===== config.mk =====
export PLATFORM = sky130hd
export DESIGN_NAME = wfdr_div_cell
export DESIGN_NICKNAME = d
export VERILOG_FILES = /design/src/design/wfdr_pkg.sv /design/src/design/wfdr_div_cell.sv
export SDC_FILE = /design/constraint.sdc
export NUM_CORES = 1
export LEC_CHECK = 0
export ABC_AREA = 1
export BUFFER_PORTS_ARGS = -buffer_cell sky130_fd_sc_hd__buf_2
export CORE_UTILIZATION = 30
export DETAILED_ROUTE_END_ITERATION = 10
export PLACE_DENSITY = 0.49
export SYNTH_ARGS = -nofsm -noshare
export SYNTH_HDL_FRONTEND = slang
export SYNTH_SLANG_ARGS = --single-unit

===== constraint.sdc =====
create_clock -name clk -period 2.7 [get_ports clk]
set_input_delay 0.405 -clock clk [delete_from_list [all_inputs] [get_ports clk]]
set_output_delay 0.405 -clock clk [all_outputs]
set_load 0.01 [all_outputs]

===== src/design/wfdr_pkg.sv =====
// ----------------------------------------------------------------------------
// wfdr_pkg
// Shared constants for the wall dissipation rate pipeline: widths, register
// indexes and reset values.
// ----------------------------------------------------------------------------
package wfdr_pkg;

  localparam int FRACTION_BITS_DEFAULT = 16;
  localparam int DATA_WIDTH            = 32;
  localparam int RADICAND_WIDTH        = 64;
  localparam int LANE_COUNT            = 3;
  localparam int WEIGHT_WIDTH          = 48;
  localparam int PASS_WIDTH_DEFAULT    = 1;

  localparam int CFG_INDEX_WIDTH = 2;
  localparam logic [CFG_INDEX_WIDTH-1:0] REG_INV_CONST = 2'd0;
  localparam logic [CFG_INDEX_WIDTH-1:0] REG_DIM_COUNT = 2'd1;

  localparam logic [DATA_WIDTH-1:0] INV_CONST_RESET = 32'd532815;
  localparam logic [1:0]            DIM_THREE       = 2'd3;
  localparam logic [1:0]            DIM_RESET       = 2'd3;

endpackage


===== src/design/wfdr_div_cell.sv =====
// ----------------------------------------------------------------------------
// wfdr_div_cell
// One quotient bit of a restoring division on several lanes that share a
// divisor, registered, with a side payload carried along.
// ----------------------------------------------------------------------------
module wfdr_div_cell #(
  parameter int NB     = wfdr_pkg::RADICAND_WIDTH,
  parameter int DW     = wfdr_pkg::DATA_WIDTH,
  parameter int LANES  = wfdr_pkg::LANE_COUNT,
  parameter int PASS_W = wfdr_pkg::PASS_WIDTH_DEFAULT
) (
  input  logic                       clk,
  input  logic                       rst,
  input  logic                       en,
  input  logic                       in_valid,
  input  logic [DW-1:0]              in_divisor,
  input  logic [LANES-1:0][DW-1:0]   in_rem,
  input  logic [LANES-1:0][NB-1:0]   in_acc,
  input  logic [PASS_W-1:0]          in_pass,
  output logic                       out_valid,
  output logic [DW-1:0]              out_divisor,
  output logic [LANES-1:0][DW-1:0]   out_rem,
  output logic [LANES-1:0][NB-1:0]   out_acc,
  output logic [PASS_W-1:0]          out_pass
);

  logic [LANES-1:0][DW:0]   trial;
  logic [LANES-1:0][DW:0]   diff;
  logic [LANES-1:0]         fits;
  logic [LANES-1:0][DW-1:0] rem_next;
  logic [LANES-1:0][NB-1:0] acc_next;

  always_comb begin
    for (int l = 0; l < LANES; l++) begin
      trial[l]    = {in_rem[l], in_acc[l][NB-1]};
      diff[l]     = trial[l] - {1'b0, in_divisor};
      fits[l]     = trial[l] >= {1'b0, in_divisor};
      rem_next[l] = fits[l] ? diff[l][DW-1:0] : trial[l][DW-1:0];
      acc_next[l] = {in_acc[l][NB-2:0], fits[l]};
    end
  end

  always_ff @(posedge clk) begin
    if (rst) begin
      out_valid <= 1'b0;
    end else if (en) begin
      out_valid <= in_valid;
    end
    if (en) begin
      out_divisor <= in_divisor;
      out_rem     <= rem_next;
      out_acc     <= acc_next;
      out_pass    <= in_pass;
    end
  end

endmodule


== After elaboration in Yosys (flattened, before gate mapping) ==
Index checks and enable logic that the tools add are counted.

* Bits of input ports: 325
* Logic and storage cells: 18
* Output and inout port bits: 322
* Flip-flop bits (word level): 322

* $add $sub $neg: 3
* Muxes and demuxes: 3
* $lt $le $gt $ge: 3

{| class="wikitable"
|+ Operators with widths
! operator !! count
|-
| >= comparator 33 x 32 -> 1 bit || 3
|-
| 2-to-1 mux 32 bit || 3
|-
| subtractor 32 bit || 3
|}

== Depth between registers and ports, before layout ==
* Word-level depth: 2
* Gate-level depth with buffers: 16
* Gate-level depth less buffers: 15

== Worst setup path before layout ==
No wires, ideal clock.

* Kind: input-to-reg
* From: input in_divisor[4]
* To: register out_rem[86] (netlist name) (data pin)
* Stages: 14
* Setup time: 0.252 ns
* Data required time: 2.448 ns
* Path slack: 0.622 ns
* Data arrival time: 1.826 ns
* Buffers on the path: 1
* Cells stage by stage: inv_1 -> ha_1 -> nand2_1 -> nand2_1 -> nand3b_2 -> nand2_2 -> nand2_2 -> nand2_2 -> nand2_2 -> nand2_4 -> nand2_8 -> buf_6 -> nand2_1 -> nand2_1

{| class="wikitable"
|+ RTL lines
! what !! RTL line !! RTL
|-
| start: declaration || wfdr_div_cell.sv:16 || <nowiki>input logic [DW-1:0] in_divisor,</nowiki>
|-
| end signal: assignment || wfdr_div_cell.sv:51 || <nowiki>out_rem <= rem_next;</nowiki>
|-
| end: declaration || wfdr_div_cell.sv:22 || <nowiki>output logic [LANES-1:0][DW-1:0] out_rem,</nowiki>
|}

==> impl_summary.md <==
Final layout
Of the cells placed in the final design, the portion with a size suffix greater than 1 is a little under a third. After the last flow step, the layout net total stands at around 3600. Compared with the post-synthesis result, the final layout area differs by 42.1%. Cells fill a little over two fifths of the core in the end. Once layout is done, the placed cells without fillers occupy between 0.02 and 0.03 sq mm. Counting the fill cells in the layout gives between 6000 and 7000.

Logic synthesis
Of all flip-flops after synthesis, the portion carrying an async set or reset was 0%. Counting flops with a built-in enable in the synthesized netlist gives about 320. The share of synthesized area in the top cell type comes to 51.0%. nand2_1 is the most common cell in the netlist.

For this run, the leading register cell type out of synthesis is edfxtp_1. The number of distinct library cells after synthesis is 33. The synthesized netlist occupies a cell area of around 0.019 sq mm. By area the synthesized netlist is led by edfxtp_1 51%, nand2_1 17%, inv_1 7.9%, ha_1 6.4%, nand3_1 4.3%. The post-synthesis average cell area is about 8.5 sq um. Counting instances in the post-synthesis netlist gives the leading cell types as 851 x nand2_1, 397 x inv_1, 321 x edfxtp_1.

The total nets after synthesis is 2651. The synthesized design spends more area on one cell type than any other, namely edfxtp_1. Yosys printed 0 warnings. The number of cells produced by synthesis is ~2200. The fraction of the yosys area taken by sequential cells is roughly half. Counting flops and latches in the post-synthesis netlist gives ~320.

Critical path
The worst setup path is of the in2reg kind. Walking the worst path, the cells encountered are buf_2 -> inv_1 -> buf_12 -> buf_4 -> ha_1 -> nand2_1 -> nor2_1 -> and2_1 -> nand2_1 -> nand2_1 -> nand2_1 -> nand2_1 -> nand2_1 -> nand3_1 -> nand2_1. The kind of cell adding the most delay to the critical path is simple AND/OR/NAND/NOR gates.

Among the stages of the critical path, the cell type that occurs most often is nand2_1. The delay of the slowest cell on the worst path is between 300 and 400 ps. The worst-path cell with the longest stage delay is nor2_1. STA puts the critical path data required time at 3000 ps.

The number of buffers and inverters on the critical path is 4. The signal arrival time at the worst endpoint is approximately 2600 ps. The startpoint class of the critical path is an input port. The largest driver fanout on the critical path is 4. The kind of end point of the critical path is a flop.

Global routing
The number of global-route vias before repair is roughly 18000. The first global-routing pass estimated approximately 130000 um of wire. The met2 layer usage reported by global route is 50.4%. The met3 track demand over resource in global routing is under 10%. The pin count of the biggest net entering global routing is just under 80. For met1 alone, demand over resource in global routing was approximately a third. Global routing used 28.2% of the available tracks across all layers. The initial antenna violation count is 33. The busiest layer in global routing is met2. The total congestion overflow is 0.

Detailed routing
The detailed router placed about 19000 vias in this run. The first detailed-routing pass took 5 iterations. The number of DRC markers after the initial detailed-route iteration is about 1200. After detailed routing, the total wire length is between 90000 and 100000 um. The number of routed nets with antenna violations is 0. In the final routed layout, each cell accounts on average for about 23 um. The remaining routing DRC violations is 0. After detailed routing, the number of vias per cell comes to 4.59.

Timing
Setup violations remaining at the end of the flow were counted as 0. Setup repair after global routing left no endpoint under its margin. Final hold analysis gives a worst-case slack of ~25 ps. Derived from the worst setup path, the maximum achievable clock frequency is ~440 MHz.

The worst path needs roughly 2300 ps of the cycle, external delays included. For the final database, setup skew stands at 0 ps. The final critical path takes up between 80% and 90% of the cycle. The worst pin sits at a relative slew slack of about a third. The total count of max-transition violations in the final report is 0. The actual slew at the worst max-slew pin is 983 ps. The number of hold violations in the final report was 0.

CTS
The clock passes through at most 3 buffers. The TritonCTS sink count is approximately 320. The post-cts resize count is 0. The number of CTS-inserted buffers is 39. The number of post-CTS setup repair buffers is 0. The clock-pin slew reported for the worst setup and hold paths after clock tree synthesis is 60 ps.

The later pin in the worst-skew pair is clocked with a latency of approximately 550 ps. TritonCTS built the clock tree. The H-tree depth reported by CTS is 2.

The master cell of the clock root buffer is clkbuf_16.

Floorplan
The total area inside the core boundary comes to approximately 0.062 sq mm. The chip width is between 200 and 300 um. The floorplan has a little over 90 rows. The I/O pin total is between 600 and 700. The die covers 0.0640 sq mm. The initial utilization of the core area, before any placement, comes to 30.5%. The vertical die dimension is about 250 um.

Place
Input and output buffers added on the ports amount to roughly 650. The last weighted congestion value of the routability-driven placer is a little under 1. In this run the cell area measured after placement is around 0.025 sq mm. The total half-perimeter wirelength after legalization and detailed placement is approximately 78000 um.

Run
The max-capacitance violation count is 0.

Power
For this design the static power due to leakage is ~14 nW. The maximum VDD drop is about 0.33 mV. Power spread over the standard cell area amounts to 588 mW/mm^2.

Hold path
The path class of the tightest hold or removal check is in2reg.

Status
The flow ran to the end, and the final reports show no timing, DRC or antenna violations.
[routing by layer]
layer	up-vias	part of all wire (%)
met5	-	0.20
met4	24	2.3
met3	122	7.2
met2	642	50
met1	8800	40
li1	9037	-
[power breakdown]
| part | leakage [nW] | switching, mW | internal (mW) |
|---|---|---|---|
| combinational | 10.2 | 2.52 | 1.58 |
| sequential | 3.15 | 0.188 | 6.12 |
| clock | 0.626 | 2.22 | 3.16 |
[stage by stage]
stage,setup WS (ps),instances,setup TNS (ps),power [mW]
2_1_floorplan,622,2227,0,8.26
3_5_place_dp,-397,3915,-18320,10.4
5_1_grt,221,4052,0,16.5
3_3_place_gp,-391,3915,-18680,10.4
6_report,405,4062,0,15.8
4_1_cts,195,4047,0,15.9
[kinds of logic after synthesis]
group	after synthesis	share of synthesized area [%]
XOR/XNOR	42	1.95
AND/OR/NAND/NOR	1266	29.2
AO/OA/AOI/OAI	70	1.93
buffers and inverters	427	9.07
flip-flops	322	51.1
adder cells (fa/ha/maj)	99	6.67
multiplexers	1	0.0530
[layout by cell type (no fill, tap or decap), types with 33 or more instances in the layout]
cell type / instances
ha_1: 96
a21oi_1: 59
edfxtp_1: 321
clkbuf_16: 40
nand2_1: 851
dlygate4sd3_1: 61
nand3_1: 162
nand3_2: 33
buf_4: 217
inv_1: 397
xor2_1: 39
buf_2: 645
nor2_1: 110
[sequential cells by signal, summed over array words and instances, names as in the netlist]
| register | flops |
|---|---|
| out_divisor | 32 |
| out_acc | 192 |
| out_valid | 1 |
| out_rem | 96 |
| out_pass | 1 |
[path summary, 6_finish.rpt]
check | start | to | slack [ps] | cells after the start
hold / removal | in_acc[88] | out_acc[89] | 30 | 1
setup reg to reg | out_valid | out_valid | 2110 | 2
setup / recovery | in_divisor[14] | out_rem[63] | 410 | 15
hold reg to reg | out_valid | out_valid | 510 | 2
[final cells by class]
class / instances / area (sq um) / area share (%)
Clock buffer: 50 / 1060 / 3.94
Clock inverter: 21 / 219 / 0.816
Multi-Input combinational cell: 1479 / 7530 / 28.0
Tap cell: 837 / 1050 / 3.90
Timing Repair Buffer: 940 / 5800 / 21.6
Inverter: 399 / 1500 / 5.58
Antenna cell: 14 / 35.0 / 0.130
Sequential cell: 322 / 9660 / 36.0
[what timing repair did]
item | CTS | global route
endpoints found under the setup margin | 0 | 1
endpoints found under the hold margin | 61 | 0
hold buffers | 61 | 0
No activity file was read; power rests on OpenSTA's default activity.
