`src/design/wfdr_pkg.sv`:
```
// ----------------------------------------------------------------------------
// wfdr_pkg
// Shared constants for the wall dissipation rate pipeline: widths, register
// indexes and reset values.
// ----------------------------------------------------------------------------
package wfdr_pkg;

  localparam int FRACTION_BITS_DEFAULT = 16;
  localparam int DATA_WIDTH            = 32;
  localparam int RADICAND_WIDTH        = 64;
  localparam int LANE_COUNT            = 3;
  localparam int WEIGHT_WIDTH          = 48;
  localparam int PASS_WIDTH_DEFAULT    = 1;

  localparam int CFG_INDEX_WIDTH = 2;
  localparam logic [CFG_INDEX_WIDTH-1:0] REG_INV_CONST = 2'd0;
  localparam logic [CFG_INDEX_WIDTH-1:0] REG_DIM_COUNT = 2'd1;

  localparam logic [DATA_WIDTH-1:0] INV_CONST_RESET = 32'd532815;
  localparam logic [1:0]            DIM_THREE       = 2'd3;
  localparam logic [1:0]            DIM_RESET       = 2'd3;

endpackage

```
`src/design/wfdr_sqrt_cell.sv`:
```
// ----------------------------------------------------------------------------
// wfdr_sqrt_cell
// One step of a restoring integer square root, registered, with a side
// payload carried along.
// ----------------------------------------------------------------------------
module wfdr_sqrt_cell #(
  parameter int W      = wfdr_pkg::RADICAND_WIDTH,
  parameter int STEP   = 0,
  parameter int PASS_W = wfdr_pkg::PASS_WIDTH_DEFAULT
) (
  input  logic              clk,
  input  logic              rst,
  input  logic              en,
  input  logic              in_valid,
  input  logic [W-1:0]      in_rem,
  input  logic [W-1:0]      in_root,
  input  logic [PASS_W-1:0] in_pass,
  output logic              out_valid,
  output logic [W-1:0]      out_rem,
  output logic [W-1:0]      out_root,
  output logic [PASS_W-1:0] out_pass
);

  localparam logic [W-1:0] BIT = {{(W-1){1'b0}}, 1'b1} << (W - 2 - 2 * STEP);

  logic [W-1:0] trial;
  logic [W-1:0] rem_next;
  logic [W-1:0] root_next;

  always_comb begin
    trial = in_root + BIT;
    if (in_rem >= trial) begin
      rem_next  = in_rem - trial;
      root_next = (in_root >> 1) + BIT;
    end else begin
      rem_next  = in_rem;
      root_next = in_root >> 1;
    end
  end

  always_ff @(posedge clk) begin
    if (rst) begin
      out_valid <= 1'b0;
    end else if (en) begin
      out_valid <= in_valid;
    end
    if (en) begin
      out_rem  <= rem_next;
      out_root <= root_next;
      out_pass <= in_pass;
    end
  end

endmodule

```
`config.mk`:
```
export PLATFORM = sky130hd
export DESIGN_NAME = wfdr_sqrt_cell
export DESIGN_NICKNAME = d
export VERILOG_FILES = /design/src/design/wfdr_pkg.sv /design/src/design/wfdr_sqrt_cell.sv
export SDC_FILE = /design/constraint.sdc
export NUM_CORES = 1
export LEC_CHECK = 0
export ABC_AREA = 0
export BUFFER_PORTS_ARGS = -buffer_cell sky130_fd_sc_hd__buf_4
export CORE_AREA = 4 4 172 107
export CTS_CLUSTER_DIAMETER = 80
export DETAILED_ROUTE_END_ITERATION = 8
export DIE_AREA = 0 0 176 111
export GPL_TIMING_DRIVEN = 0
export PLACE_DENSITY = 0.81
export SLEW_MARGIN = 20
export SYNTH_ARGS = -nofsm -noshare
export SYNTH_HDL_FRONTEND = slang
export SYNTH_SLANG_ARGS = --single-unit
```
`constraint.sdc`:
```
create_clock -name clk -period 3.3 [get_ports clk]
set_input_delay 0.165 -clock clk [delete_from_list [all_inputs] [get_ports clk]]
set_output_delay 0.165 -clock clk [all_outputs]
set_load 0.02 [all_outputs]
```
======== Word level (Yosys, flattened, before mapping) ========
Cells that the tools add are included.
storage, ports and cells
  bits in registers ....................... 130
  input bits .............................. 133
  logic and storage cells ................. 11
cells by class
  add/sub/neg operators ................... 3
  $lt $le $gt $ge ......................... 1
  muxes and demuxes ....................... 2
operator list
  operator                  count
  $add A63 B63 Y64 const B  1
  $add A64 B63 Y64 const B  1
  $ge A64 B64 Y1            1
  $mux W64                  1
  $sub A64 B64 Y64          1
  $mux W63                  1

======== Logic depth before layout (Yosys ltp) ========
Gate-level depths: netlist (run 1).
  depth after elaboration ................. 3
  depth in mapped cells ................... 15
  mapped depth without buffers ............ 13

======== Least setup slack after synthesis (run 1) ========
No wires, ideal clock.
  kind .................................... input-to-reg
  from .................................... in in_rem[0]
  to ...................................... reg out_rem[62] (data pin)
  setup time .............................. 269 ps
  arrival time ............................ 2492 ps
  data required time ...................... 3031 ps
  path slack .............................. 539 ps
  cell stages on the path ................. 14
  cell sequence ........................... inv_1 -> ha_1 -> fa_1 -> nor2b_1 -> o21a_1 -> o211ai_2 -> a31o_2 -> nand2_2 -> a311oi_2 -> a31oi_4 -> nor2_4 -> buf_6 -> nor4bb_1 -> nor4_2
between the ends
  word-level cells in the longest chain between the ends .. 2
  elaborated cells between the ends (all ways) .. 3
RTL lines
  item                                                       RTL line                                    RTL
  start: declaration                                         wfdr_sqrt_cell.sv:15                        input logic [W-1:0] in_rem,
  $sub A64 B64 Y64 / $ge A64 B64 Y1 (equally long branches)  wfdr_sqrt_cell.sv:33, wfdr_sqrt_cell.sv:32
  $mux W64 *                                                 wfdr_sqrt_cell.sv:32                        if (in_rem >= trial) begin
  named net rem_next[62]                                     wfdr_sqrt_cell.sv:27                        logic [W-1:0] rem_next;
  end signal: assignment                                     wfdr_sqrt_cell.sv:48                        out_rem <= rem_next;
  end: declaration                                           wfdr_sqrt_cell.sv:19                        output logic [W-1:0] out_rem,
Mark *: on every way through the listed nets, which the timed path passes. The rest lies on a longest branch.
A chain may end at the register's enable or synchronous reset.

======== Final worst setup path (run 1) ========
  from .................................... in in_root[57]
  to ...................................... reg out_rem[56] (data pin)
between the ends
  word-level cells in the longest chain between the ends .. 3
RTL lines
  item                    RTL line              RTL
  start: declaration      wfdr_sqrt_cell.sv:16  input logic [W-1:0] in_root,
  $add A64 B63 Y64        wfdr_sqrt_cell.sv:31  trial = in_root + BIT;
  $ge A64 B64 Y1          wfdr_sqrt_cell.sv:32
  $mux W64                wfdr_sqrt_cell.sv:32
  named net rem_next[56]  wfdr_sqrt_cell.sv:27
The timed path passes the listed nets, and every way through them passes these cells.

==> metrics.json, run 1 <==
{
  "run_status": "completed",
  "worst_slack_ns": 0.1143,
  "maximum_number_of_pins_on_one_net_before_global_route_repair": 84,
  "startpoint_type": "input pin",
  "final_count_of_hold_timing_violations": 0,
  "global_route_usage_over_all_layers": 0.2824,
  "post-synth-top-area-cell": "sky130_fd_sc_hd__edfxtp_1",
  "synth_cells": 916,
  "floorplan.die.width_um": 176,
  "synth.avg_cell_area_um2": 9.596,
  "overall_routed_net_length_mm": 28.69,
  "synth_nets": 1114,
  "n_fill_cell": 1267,
  "critical_path.max_fanout": 10,
  "antenna-diode-count": 0,
  "count_of_h_tree_levels_built_during_cts": 4,
  "vias_per_cell": 5.679,
  "finalNetCount": 1464,
  "final_min_period_over_clock_period": 0.9654,
  "fraction_of_final_layout_cells_sized_beyond_drive_strength_1": 0.2729,
  "slew_at_the_pin_with_the_worst_max_slew_slack_ns": 0.6627,
  "place_congestion": 0.9067,
  "required_worst_endpoint_ns": 3.44,
  "drv_slew": 0,
  "grt_antenna_before_repair": 0,
  "clock_tree_from_tritoncts": "yes",
  "peakVddDrop_mv": 0.2992,
  "io_buffers": 262,
  "grt_first_pass_wirelength_mm": 44.38,
  "hold_path.class": "input pin to register",
  "number_of_buffers_added_by_the_clock_tree_synthesis_step": 17,
  "final.setup.tns_ns": 0,
  "design.portCount": 263,
  "cp.depth": 15,
  "dp_hpwl_mm": 21.16,
  "drcViolationCount": 0,
  "achievable-frequency_mhz": 313.9,
  "grt_setup_unrepaired": "no",
  "clock_tree.buffer_depth": 2,
  "setup_viols_final": 0,
  "detail_route.first_pass.iterations": 5,
  "vias": 8592,
  "ys_warn_count": 0,
  "top_family_by_delay_on_critical_path": "compound AO/OA/AOI/OAI gates",
  "synth_edf_count": 129,
  "timing.critical_path.cells": "dlygate4sd3_1 > buf_4 > inv_1 > ha_1 > a21o_1 > a21o_1 > a21o_1 > a21o_1 > a21o_1 > a21oi_1 > o211ai_1 > nor2_4 > buf_6 > clkbuf_4 > o21ai_0",
  "pwr_density_cell_mw_per_mm2": 475.9,
  "whs_path_depth": 3,
  "routedWlPerCell_um": 18.96,
  "postSynthRegisterBits": 130,
  "critical_path.slowest_cell": "sky130_fd_sc_hd__dlygate4sd3_1",
  "final_min_period_ns": 3.186,
  "first_global_vias": 8239,
  "clk_root_buffer_cell": "sky130_fd_sc_hd__clkbuf_16",
  "grt_overflow_total": 0,
  "rows": 37,
  "antenna_violating_nets_post_route": 0,
  "overall_die_area_mm2": 0.01954,
  "cts_num_sinks": 130,
  "cap_violations": 0,
  "dr.first_iter.drc_count": 863,
  "die_h_um": 111,
  "start_util": 0.5216,
  "r2r.worst_path.cells": 3,
  "yosys-top-cells-area": "sky130_fd_sc_hd__edfxtp_1 (44%), sky130_fd_sc_hd__ha_1 (9.1%), sky130_fd_sc_hd__o21ai_0 (5.0%)",
  "synth.cells.most_frequent": "sky130_fd_sc_hd__edfxtp_1 (129), sky130_fd_sc_hd__nand2_1 (106), sky130_fd_sc_hd__o21ai_0 (88), sky130_fd_sc_hd__a21oi_1 (86), sky130_fd_sc_hd__inv_1 (80)",
  "power.static_leakage_nw": 5.585,
  "worst_slew_margin_rel": 0.5548,
  "yosysUniqueCellTypes": 65,
  "insertion_delay_ns": 0.42,
  "crit_type": "input pin to register",
  "post-synth-top-area-fraction": 0.4407,
  "clk_pin_slew_ns": 0.07,
  "core_box_area_mm2": 0.01685,
  "synthFlopType": "sky130_fd_sc_hd__edfxtp_1",
  "cpPeakStageDelay_ns": 0.53,
  "place_worst_setup_slack_ns": -0.1118,
  "critical_path.most_common_cell": "sky130_fd_sc_hd__a21o_1",
  "finClkSkew_ns": 0,
  "yosysMostFrequentCell": "sky130_fd_sc_hd__edfxtp_1",
  "synth.cell_area_mm2": 0.008790,
  "worst_ep_arrival_time_ns": 3.32,
  "final_util": 0.7368,
  "cp_bufs_invs": 5,
  "ys_seq_area_frac": 0.4430,
  "async_flop_share": 0,
  "layout-area-overhead-vs-synth_pct": 41.25,
  "end_kind": "register"
}
## report_power, final
group	internal, mW	leakage [nW]	switching, mW
clock	1.04	0.267	0.795
combinational	0.825	4.05	1.13
sequential	2.06	1.27	0.0585
## cells in the final DEF, fill, tap and decap left out, types with 4 or more instances in the layout
master                            n
sky130_fd_sc_hd__o211ai_1         6
sky130_fd_sc_hd__o21ai_1          5
sky130_fd_sc_hd__nand4_1         24
sky130_fd_sc_hd__ha_1            64
sky130_fd_sc_hd__a211oi_1         4
sky130_fd_sc_hd__a21o_1          45
sky130_fd_sc_hd__buf_4          271
sky130_fd_sc_hd__nor2b_1          8
sky130_fd_sc_hd__nor3_1          15
sky130_fd_sc_hd__clkbuf_16       17
sky130_fd_sc_hd__clkbuf_2         4
sky130_fd_sc_hd__o21a_1           9
sky130_fd_sc_hd__xor2_1          25
sky130_fd_sc_hd__a31oi_1          4
sky130_fd_sc_hd__xnor2_1         33
sky130_fd_sc_hd__and4_1           4
sky130_fd_sc_hd__mux2_2           5
sky130_fd_sc_hd__buf_2           10
sky130_fd_sc_hd__a21oi_1         81
sky130_fd_sc_hd__inv_1           80
sky130_fd_sc_hd__o21ai_0         87
sky130_fd_sc_hd__nor2_1          38
sky130_fd_sc_hd__a21boi_0         4
sky130_fd_sc_hd__clkbuf_1        11
sky130_fd_sc_hd__nand3_1          9
sky130_fd_sc_hd__o21bai_1        21
sky130_fd_sc_hd__a21oi_2          5
sky130_fd_sc_hd__nand2b_1         4
sky130_fd_sc_hd__dlygate4sd3_1   65
sky130_fd_sc_hd__edfxtp_1       129
sky130_fd_sc_hd__nand2_1        106
## flip-flops by register name (all words and copies together), names as in the netlist
name / flops
out_root: 64
out_rem: 64
out_valid: 1
out_pass: 1
## layer usage
layer | vias up | share of wire | GRT usage
li1 | 4053 | - | -
met1 | 4053 | 0.44 | 0.4059
met2 | 448 | 0.43 | 0.4244
met3 | 38 | 0.11 | 0.09271
met4 | 0 | 0.012 | 0.04777
met5 | - | 0 | 0
## per-stage QoR
step / hold slack [ns] / power [mW] / instance area (µm²) / cells
2_1_floorplan: 0.2374 / 3.227 / 8790 / 916
3_3_place_gp: 0.3221 / 3.921 / 11050 / 1412
3_5_place_dp: 0.3293 / 3.960 / 11080 / 1413
4_1_cts: 0.02868 / 5.846 / 12290 / 1510
5_1_grt: 0.03759 / 6.158 / 12420 / 1513
6_report: 0.03657 / 5.909 / 12420 / 1513
## what timing repair did
item                       in CTS  in global routing
gates resized for setup         0                 24
setup endpoints to repair       0                 64
hold buffers                   65                  0
hold endpoints to repair       64                  0
buffers inserted                0                  8
## path summary, 6_finish.rpt
check,from,endpoint,slack [ns]
setup reg to reg,out_valid$_SDFFE_PP0P_,out_valid$_SDFFE_PP0P_,2.15
hold reg to reg,out_valid$_SDFFE_PP0P_,out_valid$_SDFFE_PP0P_,1.07
hold / removal,in_rem[37],out_rem[37]$_DFFE_PP_,0.04
setup / recovery,in_root[57],out_rem[56]$_DFFE_PP_,0.11
## worst reg2reg max path: stages, from the launching register on
cell,delay [ns]
sky130_fd_sc_hd__dfxtp_1,0.32
sky130_fd_sc_hd__mux2i_1,0.12
sky130_fd_sc_hd__nor2_1,0.05
sky130_fd_sc_hd__dlygate4sd3_1,0.55
## area by class of cell
cell class	count	area [µm²]	share of cell area
clock buffers	17	425.4	0.03426
well taps	234	292.8	0.02358
flip-flops and latches	130	3894	0.3136
repair buffers	336	2709	0.2182
clock inverters	15	133.9	0.01078
multi-input cells	669	4489	0.3616
inverters	80	300.3	0.02419
plain buffers	32	171.4	0.01381
## cell families (layout without fill, tap and decap cells)
| kind of cell | after synthesis | count (layout) | share of synthesized area |
|---|---|---|---|
| flops | 130 | 130 | 0.4430 |
| mux | 7 | 7 | 0.008683 |
| buf+inv | 117 | 480 | 0.05395 |
| fa+ha+maj | 65 | 65 | 0.09338 |
| compound gates | 303 | 303 | 0.2145 |
| xor+xnor | 58 | 58 | 0.05779 |
| simple gates | 236 | 236 | 0.1287 |
No activity file was read; power rests on OpenSTA's default activity.
==> run 2: changes to the inputs <==
--- a/config.mk
+++ b/config.mk
@@ -6,13 +6,13 @@
 export NUM_CORES = 1
 export LEC_CHECK = 0
 export ABC_AREA = 0
-export BUFFER_PORTS_ARGS = -buffer_cell sky130_fd_sc_hd__buf_4
-export CORE_AREA = 4 4 172 107
+export CORE_AREA = 5 5 170 106
 export CTS_CLUSTER_DIAMETER = 80
 export DETAILED_ROUTE_END_ITERATION = 8
-export DIE_AREA = 0 0 176 111
+export DIE_AREA = 0 0 175 111
+export DONT_BUFFER_PORTS = 1
 export GPL_TIMING_DRIVEN = 0
-export PLACE_DENSITY = 0.81
+export PLACE_DENSITY = 0.7
 export SLEW_MARGIN = 20
 export SYNTH_ARGS = -nofsm -noshare
 export SYNTH_HDL_FRONTEND = slang
==> run 2 against run 1 <==
Compared with the run above: the flow now finishes with violations (hold timing); power is 5.5% lower; critical path depth is 3 lower; setup slack better by 0.19 ns; sequential share of layout area is 4.5 points higher; global-route usage is 0.59 points lower; sequential power is 14% higher; non-clock buffer count is 208 lower; register-to-register slack worse by 0.10 ns; flip-flop and latch count stayed put; worst hold slack worse by 0.19 ns; final cell count is 15% lower.
==> metrics.json, run 2 (synthesis results as in run 1) <==
{
  "antenna-diode-count": {"value": 0, "change": "unchanged"},
  "finalNetCount": {"value": 1256, "change": "-14%"},
  "biggestRegsByFlops": "out_rem: 64 flops, out_root: 64 flops",
  "vias": {"value": 7795, "change": "-9.3%"},
  "clock_tree.buffer_depth": {"value": 2, "change": "unchanged"},
  "first_global_vias": {"value": 7459, "change": "-9.5%"},
  "setup_viols_final": {"value": 0, "change": "unchanged"},
  "final.setup.tns": {"value": 0, "unit": "ns", "change": "unchanged"},
  "critical_path.max_fanout": {"value": 9, "change": "-1"},
  "cts_num_sinks": {"value": 130, "change": "unchanged"},
  "final_min_period": {"value": 2.993, "unit": "ns", "change": "-0.1925 ns"},
  "place_worst_setup_slack": {"value": -0.2575, "unit": "ns", "change": "-0.1457 ns"},
  "number_of_buffers_added_by_the_clock_tree_synthesis_step": {"value": 17, "change": "unchanged"},
  "peakVddDrop": {"value": 0.2832, "unit": "mV", "change": "-5.4%"},
  "global_route_usage_over_all_layers": {"value": 0.2765, "change": "-0.005867"},
  "layout-area-overhead-vs-synth_pct": 23.69,
  "routedWlPerCell": {"value": 21.61, "unit": "µm", "change": "+14%"},
  "fraction_of_final_layout_cells_sized_beyond_drive_strength_1": {"value": 0.06075, "change": "-0.2121"},
  "hold-worst-slack": {"value": -0.1488, "unit": "ns", "change": "-0.1853 ns"},
  "antenna_violating_nets_post_route": {"value": 0, "change": "unchanged"},
  "grt_setup_unrepaired": "no",
  "final_min_period_over_clock_period": {"value": 0.9071, "change": "-0.05832"},
  "cap_violations": {"value": 0, "change": "unchanged"},
  "overall_die_area": {"value": 0.01943, "unit": "mm²", "change": "-0.57%"},
  "achievable-frequency": {"value": 334.1, "unit": "MHz", "change": "+6.4%"},
  "drv_slew": {"value": 0, "change": "unchanged"},
  "overall_routed_net_length": {"value": 27.64, "unit": "mm", "change": "-3.6%"},
  "insertion_delay": {"value": 0.42, "unit": "ns", "change": "about the same"},
  "drcViolationCount": {"value": 0, "change": "unchanged"},
  "crit_type": "input pin to register",
  "detail_route.first_pass.iterations": {"value": 5, "change": "unchanged"},
  "grt_antenna_before_repair": {"value": 0, "change": "unchanged"},
  "final_util": {"value": 0.6742, "change": "-0.06259"},
  "clk_root_buffer_cell": "sky130_fd_sc_hd__clkbuf_16",
  "io_buffers": {"value": 0, "change": "-100%"},
  "design.portCount": {"value": 263, "change": "unchanged"},
  "dr.first_iter.drc_count": {"value": 685, "change": "-21%"},
  "vias_per_cell": {"value": 6.095, "change": "+7.3%"},
  "required_worst_endpoint": {"value": 3.47, "unit": "ns", "change": "+0.03 ns"},
  "count_of_h_tree_levels_built_during_cts": {"value": 4, "change": "unchanged"},
  "worst_slew_margin_rel": {"value": 0.4895, "change": "-0.06532"},
  "startpoint_type": "input pin",
  "grt_first_pass_wirelength": {"value": 42.25, "unit": "mm", "change": "-4.8%"},
  "hold_path.class": "input pin to register",
  "multi_input_area": {"value": 0.004422, "unit": "mm²", "change": "-1.5%"},
  "worst_slack": {"value": 0.3067, "unit": "ns", "change": "+0.1925 ns"},
  "ctsHoldBuffers": {"value": 123, "change": "+89%"},
  "n_fill_cell": {"value": 1286, "change": "+1.5%"},
  "maximum_number_of_pins_on_one_net_before_global_route_repair": {"value": 131, "change": "+56%"},
  "finClkSkew": {"value": 0, "unit": "ns", "change": "unchanged"},
  "pwr_density_cell": {"value": 513.8, "unit": "mW/mm²", "change": "+7.9%"},
  "finalPower": {"value": 5.585, "unit": "mW", "change": "-5.5%"},
  "power.static_leakage": {"value": 4.522, "unit": "nW", "change": "-19%"},
  "most-common-layout-cells": "sky130_fd_sc_hd__edfxtp_1 (129), sky130_fd_sc_hd__dlygate4sd3_1 (123), sky130_fd_sc_hd__nand2_1 (106), sky130_fd_sc_hd__o21ai_0 (87), sky130_fd_sc_hd__a21oi_1 (86)",
  "end_kind": "register",
  "slew_at_the_pin_with_the_worst_max_slew_slack": {"value": 0.7658, "unit": "ns", "change": "+0.1031 ns"},
  "rows": {"value": 36, "change": "-2.7%"},
  "floorplan.die.width": {"value": 175, "unit": "µm", "change": "-0.57%"},
  "clock_tree_from_tritoncts": "yes",
  "place_congestion": {"value": 0.9308, "change": "+2.7%"},
  "failed_checks": "hold timing",
  "die_h": {"value": 111, "unit": "µm", "change": "unchanged"},
  "clk_pin_slew": {"value": 0.06, "unit": "ns", "change": "about the same"},
  "dp_hpwl": {"value": 19.06, "unit": "mm", "change": "-9.9%"},
  "grt_overflow_total": {"value": 0, "change": "unchanged"},
  "core_box_area": {"value": 0.01613, "unit": "mm²", "change": "-4.3%"},
  "worst_ep_arrival_time": {"value": 3.16, "unit": "ns", "change": "-0.16 ns"},
  "run_status": "finished, violations left",
  "start_util": {"value": 0.5451, "change": "+0.02347"},
  "final_count_of_hold_timing_violations": {"value": 56, "change": "+56"},
  "final_common_cell": "sky130_fd_sc_hd__edfxtp_1",
  "seqCellArea": {"value": 0.003894, "unit": "mm²", "change": "unchanged"}
}
run 2: cell types whose count changed in the layout (fill, tap and decap cells not counted), sizes merged:
cell / before / now
buf: 285 / 17
bufinv: 1 / 3
clkbuf: 35 / 37
clkinv: 7 / 8
clkinvlp: 3 / 1
dlygate4sd3: 65 / 123
inv: 84 / 82
run 2: stage by stage:
| stage | std cells | hold slack, ns | instance area (µm²) |
|---|---|---|---|
| floorplan | 916 | 0.2374 | 8790 |
| global route | 1279 | -0.1689 | 10870 |
| detailed placement | 1125 | 0.2467 | 9051 |
| global placement | 1125 | 0.2386 | 9051 |
| finish | 1279 | -0.1488 | 10870 |
| CTS | 1279 | -0.1509 | 10870 |
run 2: power by group:
group          switching [mW]  internal (mW)
logic                   0.724          0.519
registers               0.330           2.08
clock network           0.751           1.18
total                    1.81           3.78
run 2: final cells by class:
| class | count | share of cell area |
|---|---|---|
| Timing Repair Buffer | 123 | 0.1132 |
| Sequential cell | 130 | 0.3582 |
| Inverter | 80 | 0.02762 |
| Clock inverter | 14 | 0.01508 |
| Buffer | 37 | 0.01600 |
| Clock buffer | 17 | 0.03913 |
| Tap cell | 209 | 0.02405 |
| Multi-Input combinational cell | 669 | 0.4067 |
run 2: path summary, 6_finish.rpt:
path	startpoint	depth (start not counted)	slack, ns	end
min reg2reg	out_valid$_SDFFE_PP0P_	3	1.18	out_valid$_SDFFE_PP0P_
max reg2reg	out_valid$_SDFFE_PP0P_	3	2.05	out_valid$_SDFFE_PP0P_
max	in_root[22]	12	0.31	out_rem[63]$_DFFE_PP_
min	en	0	-0.15	out_root[19]$_DFFE_PP_
run 2: metal layers:
metal	up-vias	routed length, µm	GRT usage	share of wire
met1	3653	12690	0.4071	0.46
met2	465	11450	0.3923	0.41
li1	3642	-	-	-
met5	-	0	0	0
met4	0	449	0.06695	0.016
met3	35	3061	0.09339	0.11
run 2: what timing repair did:
action                                 4_1_cts  5_1_grt
setup endpoints to repair                    0        1
gates resized for setup                      0        1
buffers inserted                             0        0
endpoints found under the hold margin      251      129
run 2: worst max-delay path: stages:
cell	delay, ns
sky130_fd_sc_hd__inv_1	0.02
sky130_fd_sc_hd__ha_1	0.26
sky130_fd_sc_hd__clkbuf_1	0.35
sky130_fd_sc_hd__nand4_1	0.31
sky130_fd_sc_hd__nor3_1	0.24
sky130_fd_sc_hd__o21ai_0	0.20
sky130_fd_sc_hd__a31oi_1	0.43
sky130_fd_sc_hd__a31oi_1	0.35
sky130_fd_sc_hd__o211ai_1	0.39
sky130_fd_sc_hd__o21ai_0	0.17
sky130_fd_sc_hd__xnor2_1	0.17
sky130_fd_sc_hd__o21ai_0	0.09
==> run 3: changes to the inputs <==
--- a/config.mk
+++ b/config.mk
@@ -6,13 +6,13 @@
 export NUM_CORES = 1
 export LEC_CHECK = 0
 export ABC_AREA = 0
-export CORE_AREA = 5 5 170 106
+export CORE_AREA = 5 5 183 114
 export CTS_CLUSTER_DIAMETER = 80
 export DETAILED_ROUTE_END_ITERATION = 8
-export DIE_AREA = 0 0 175 111
+export DIE_AREA = 0 0 188 119
 export DONT_BUFFER_PORTS = 1
 export GPL_TIMING_DRIVEN = 0
-export PLACE_DENSITY = 0.7
+export PLACE_DENSITY = 0.61
 export SLEW_MARGIN = 20
 export SYNTH_ARGS = -nofsm -noshare
 export SYNTH_HDL_FRONTEND = slang
==> run 3 against run 2 <==
Compared with the run above: the run still ends with hold timing left; register-to-register slack is essentially flat; maximum frequency shrank 3.2%; highest routed layer unchanged; critical path type unchanged; first-iteration DRC count decreased by 14%; global-route usage down 3.8 points; flip-flop and latch count stayed put.
==> metrics.json, run 3 (synthesis results as in run 1) <==
{
  "run_status": "finished, violations left",
  "failed_checks": "hold timing",
  "biggestRegsByFlops": "out_rem: 64 flops, out_root: 64 flops",
  "post_cts_setup_bufs": {"value": 0, "change": "unchanged"},
  "cts_num_sinks": {"value": 130, "change": "unchanged"},
  "layout.cell_area.non_filler": {"value": 0.01093, "unit": "mm²", "change": "+0.55%"},
  "number_of_buffers_added_by_the_clock_tree_synthesis_step": {"value": 17, "change": "unchanged"},
  "critical_path.slowest_cell": "sky130_fd_sc_hd__a31oi_1",
  "placedCellCount": {"value": 1162, "change": "+3.3%"},
  "antenna-diode-count": {"value": 0, "change": "unchanged"},
  "die_h": {"value": 119, "unit": "µm", "change": "+7.2%"},
  "routedWlPerCell": {"value": 20.88, "unit": "µm", "change": "-3.4%"},
  "final_common_cell": "sky130_fd_sc_hd__edfxtp_1",
  "pwr_density_cell": {"value": 508.2, "unit": "mW/mm²", "change": "-1.1%"},
  "clock_tree_from_tritoncts": "yes",
  "required_worst_endpoint": {"value": 3.46, "unit": "ns", "change": "about the same"},
  "post_cts.resized_instances": {"value": 0, "change": "unchanged"},
  "global_route_usage_over_all_layers": {"value": 0.2390, "change": "-0.03751"},
  "drv_slew": {"value": 0, "change": "unchanged"},
  "peakVddDrop": {"value": 0.3307, "unit": "mV", "change": "+17%"},
  "vias": {"value": 7518, "change": "-3.6%"},
  "rows": {"value": 39, "change": "+8.3%"},
  "hold_path.class": "input pin to register",
  "grt_first_pass_wirelength": {"value": 42.37, "unit": "mm", "change": "+0.29%"},
  "vias_per_cell": {"value": 5.700, "change": "-6.5%"},
  "timing.critical_path.cells": "inv_1 > ha_1 > a21oi_1 > o221ai_1 > o21ai_0 > a31oi_1 > a31oi_1 > o211ai_1 > o21ai_0 > xnor2_1 > o21ai_0",
  "drcViolationCount": {"value": 0, "change": "unchanged"},
  "startpoint_type": "input pin",
  "hold-worst-slack": {"value": -0.1471, "unit": "ns", "change": "+0.001630 ns"},
  "grt_setup_unrepaired": "no",
  "design.portCount": {"value": 263, "change": "unchanged"},
  "final.setup.tns": {"value": 0, "unit": "ns", "change": "unchanged"},
  "floorplan.die.width": {"value": 188, "unit": "µm", "change": "+7.4%"},
  "setup_viols_final": {"value": 0, "change": "unchanged"},
  "crit_type": "input pin to register",
  "finalPower": {"value": 5.556, "unit": "mW", "change": "-0.53%"},
  "place_congestion": {"value": 0.8779, "change": "-5.7%"},
  "achievable-frequency": {"value": 323.5, "unit": "MHz", "change": "-3.2%"},
  "fin_cells": {"value": 1319, "change": "+3.1%"},
  "core_box_area": {"value": 0.01884, "unit": "mm²", "change": "+17%"},
  "detailed_place.area": {"value": 0.009097, "unit": "mm²", "change": "+0.51%"},
  "slew_at_the_pin_with_the_worst_max_slew_slack": {"value": 0.7340, "unit": "ns", "change": "-0.03178 ns"},
  "insertion_delay": {"value": 0.42, "unit": "ns", "change": "about the same"},
  "final_count_of_hold_timing_violations": {"value": 129, "change": "+130%"},
  "clk_pin_slew": {"value": 0.07, "unit": "ns", "change": "about the same"},
  "worst_ep_arrival_time": {"value": 3.25, "unit": "ns", "change": "+0.09 ns"},
  "start_util": {"value": 0.4667, "change": "-0.07843"},
  "grt_antenna_before_repair": {"value": 0, "change": "unchanged"},
  "detail_route.first_pass.iterations": {"value": 5, "change": "unchanged"},
  "end_kind": "register",
  "count_of_h_tree_levels_built_during_cts": {"value": 4, "change": "unchanged"},
  "dr.first_iter.drc_count": {"value": 587, "change": "-14%"},
  "overall_routed_net_length": {"value": 27.54, "unit": "mm", "change": "-0.35%"},
  "maximum_number_of_pins_on_one_net_before_global_route_repair": {"value": 131, "change": "unchanged"},
  "cpPeakStageDelay": {"value": 0.58, "unit": "ns", "change": "+0.15 ns"},
  "worst_slew_margin_rel": {"value": 0.5107, "change": "+0.02119"},
  "critical_path.most_common_cell": "sky130_fd_sc_hd__o21ai_0",
  "finClkSkew": {"value": 0, "unit": "ns", "change": "unchanged"},
  "dp_hpwl": {"value": 19.97, "unit": "mm", "change": "+4.8%"},
  "first_global_vias": {"value": 7314, "change": "-1.9%"},
  "critical_path.max_fanout": {"value": 6, "change": "-3"},
  "ctsHoldBuffers": {"value": 125, "change": "+1.6%"},
  "final_min_period_over_clock_period": {"value": 0.9367, "change": "+0.02961"},
  "clk_root_buffer_cell": "sky130_fd_sc_hd__clkbuf_16",
  "fraction_of_final_layout_cells_sized_beyond_drive_strength_1": {"value": 0.06151, "change": "+0.0007621"},
  "layout-area-overhead-vs-synth_pct": 24.37,
  "overall_die_area": {"value": 0.02237, "unit": "mm²", "change": "+15%"},
  "io_buffers": {"value": 0, "change": "unchanged"},
  "power.static_leakage": {"value": 4.521, "unit": "nW", "change": "about the same"},
  "cap_violations": {"value": 0, "change": "unchanged"},
  "antenna_violating_nets_post_route": {"value": 0, "change": "unchanged"},
  "grt_overflow_total": {"value": 0, "change": "unchanged"},
  "clock_tree.buffer_depth": {"value": 2, "change": "unchanged"},
  "final_min_period": {"value": 3.091, "unit": "ns", "change": "+0.09771 ns"},
  "most-common-layout-cells": "sky130_fd_sc_hd__edfxtp_1 (129), sky130_fd_sc_hd__dlygate4sd3_1 (125), sky130_fd_sc_hd__nand2_1 (106), sky130_fd_sc_hd__o21ai_0 (88), sky130_fd_sc_hd__a21oi_1 (86)",
  "finalNetCount": {"value": 1258, "change": "+0.16%"}
}
[run 3: worst paths after layout]
check             cells after the start                    from  slack [ns]                      to
hold reg to reg                       3  out_valid$_SDFFE_PP0P_        1.18  out_valid$_SDFFE_PP0P_
setup / recovery                     11             in_root[10]        0.21   out_rem[63]$_DFFE_PP_
setup reg to reg                      3  out_valid$_SDFFE_PP0P_        2.05  out_valid$_SDFFE_PP0P_
hold / removal                        0                      en       -0.15  out_root[20]$_DFFE_PP_
[run 3: worst max-delay path: cells and delay by family]
family	cells	cell delay, ns
buffers and inverters	1	0.02
AOI/OAI and AO/OA	8	2.56
adders and majority gates	1	0.34
xor gates and xnor gates	1	0.15
[run 3: per-stage QoR]
step                worst slack (ns)  hold slack (ns)  utilization
floorplan                     0.5395           0.2374            -
global placement             -0.1481           0.2388       0.4830
detailed placement          -0.08413           0.2432       0.4830
CTS                           0.3505          -0.1572       0.5804
global route                 0.05598          -0.1698       0.5804
finish                        0.2090          -0.1471       0.5804
[run 3: layer usage]
metal  global-route usage  wire [µm]  vias up
li1                     -          -     3633
met1               0.3644      13920     3553
met2               0.3315      10880      310
met3              0.08129       2516       22
met4              0.03987        226        0
met5                    0          0        -
[run 3: layout make-up]
class / count / area, µm²
clock inverters: 14 / 153.9
multi-input cells: 669 / 4422
fillers: 1652 / 7904
repair buffers: 125 / 1251
clock buffers: 18 / 429.2
inverters: 80 / 300.3
flip-flops and latches: 130 / 3894
plain buffers: 37 / 173.9
well taps: 246 / 307.8
[run 3: power by group]
part,switching [mW],total [mW],internal (mW)
logic,0.716,1.24,0.519
registers,0.327,2.41,2.08
clock network,0.790,1.91,1.12
total,1.83,5.56,3.72
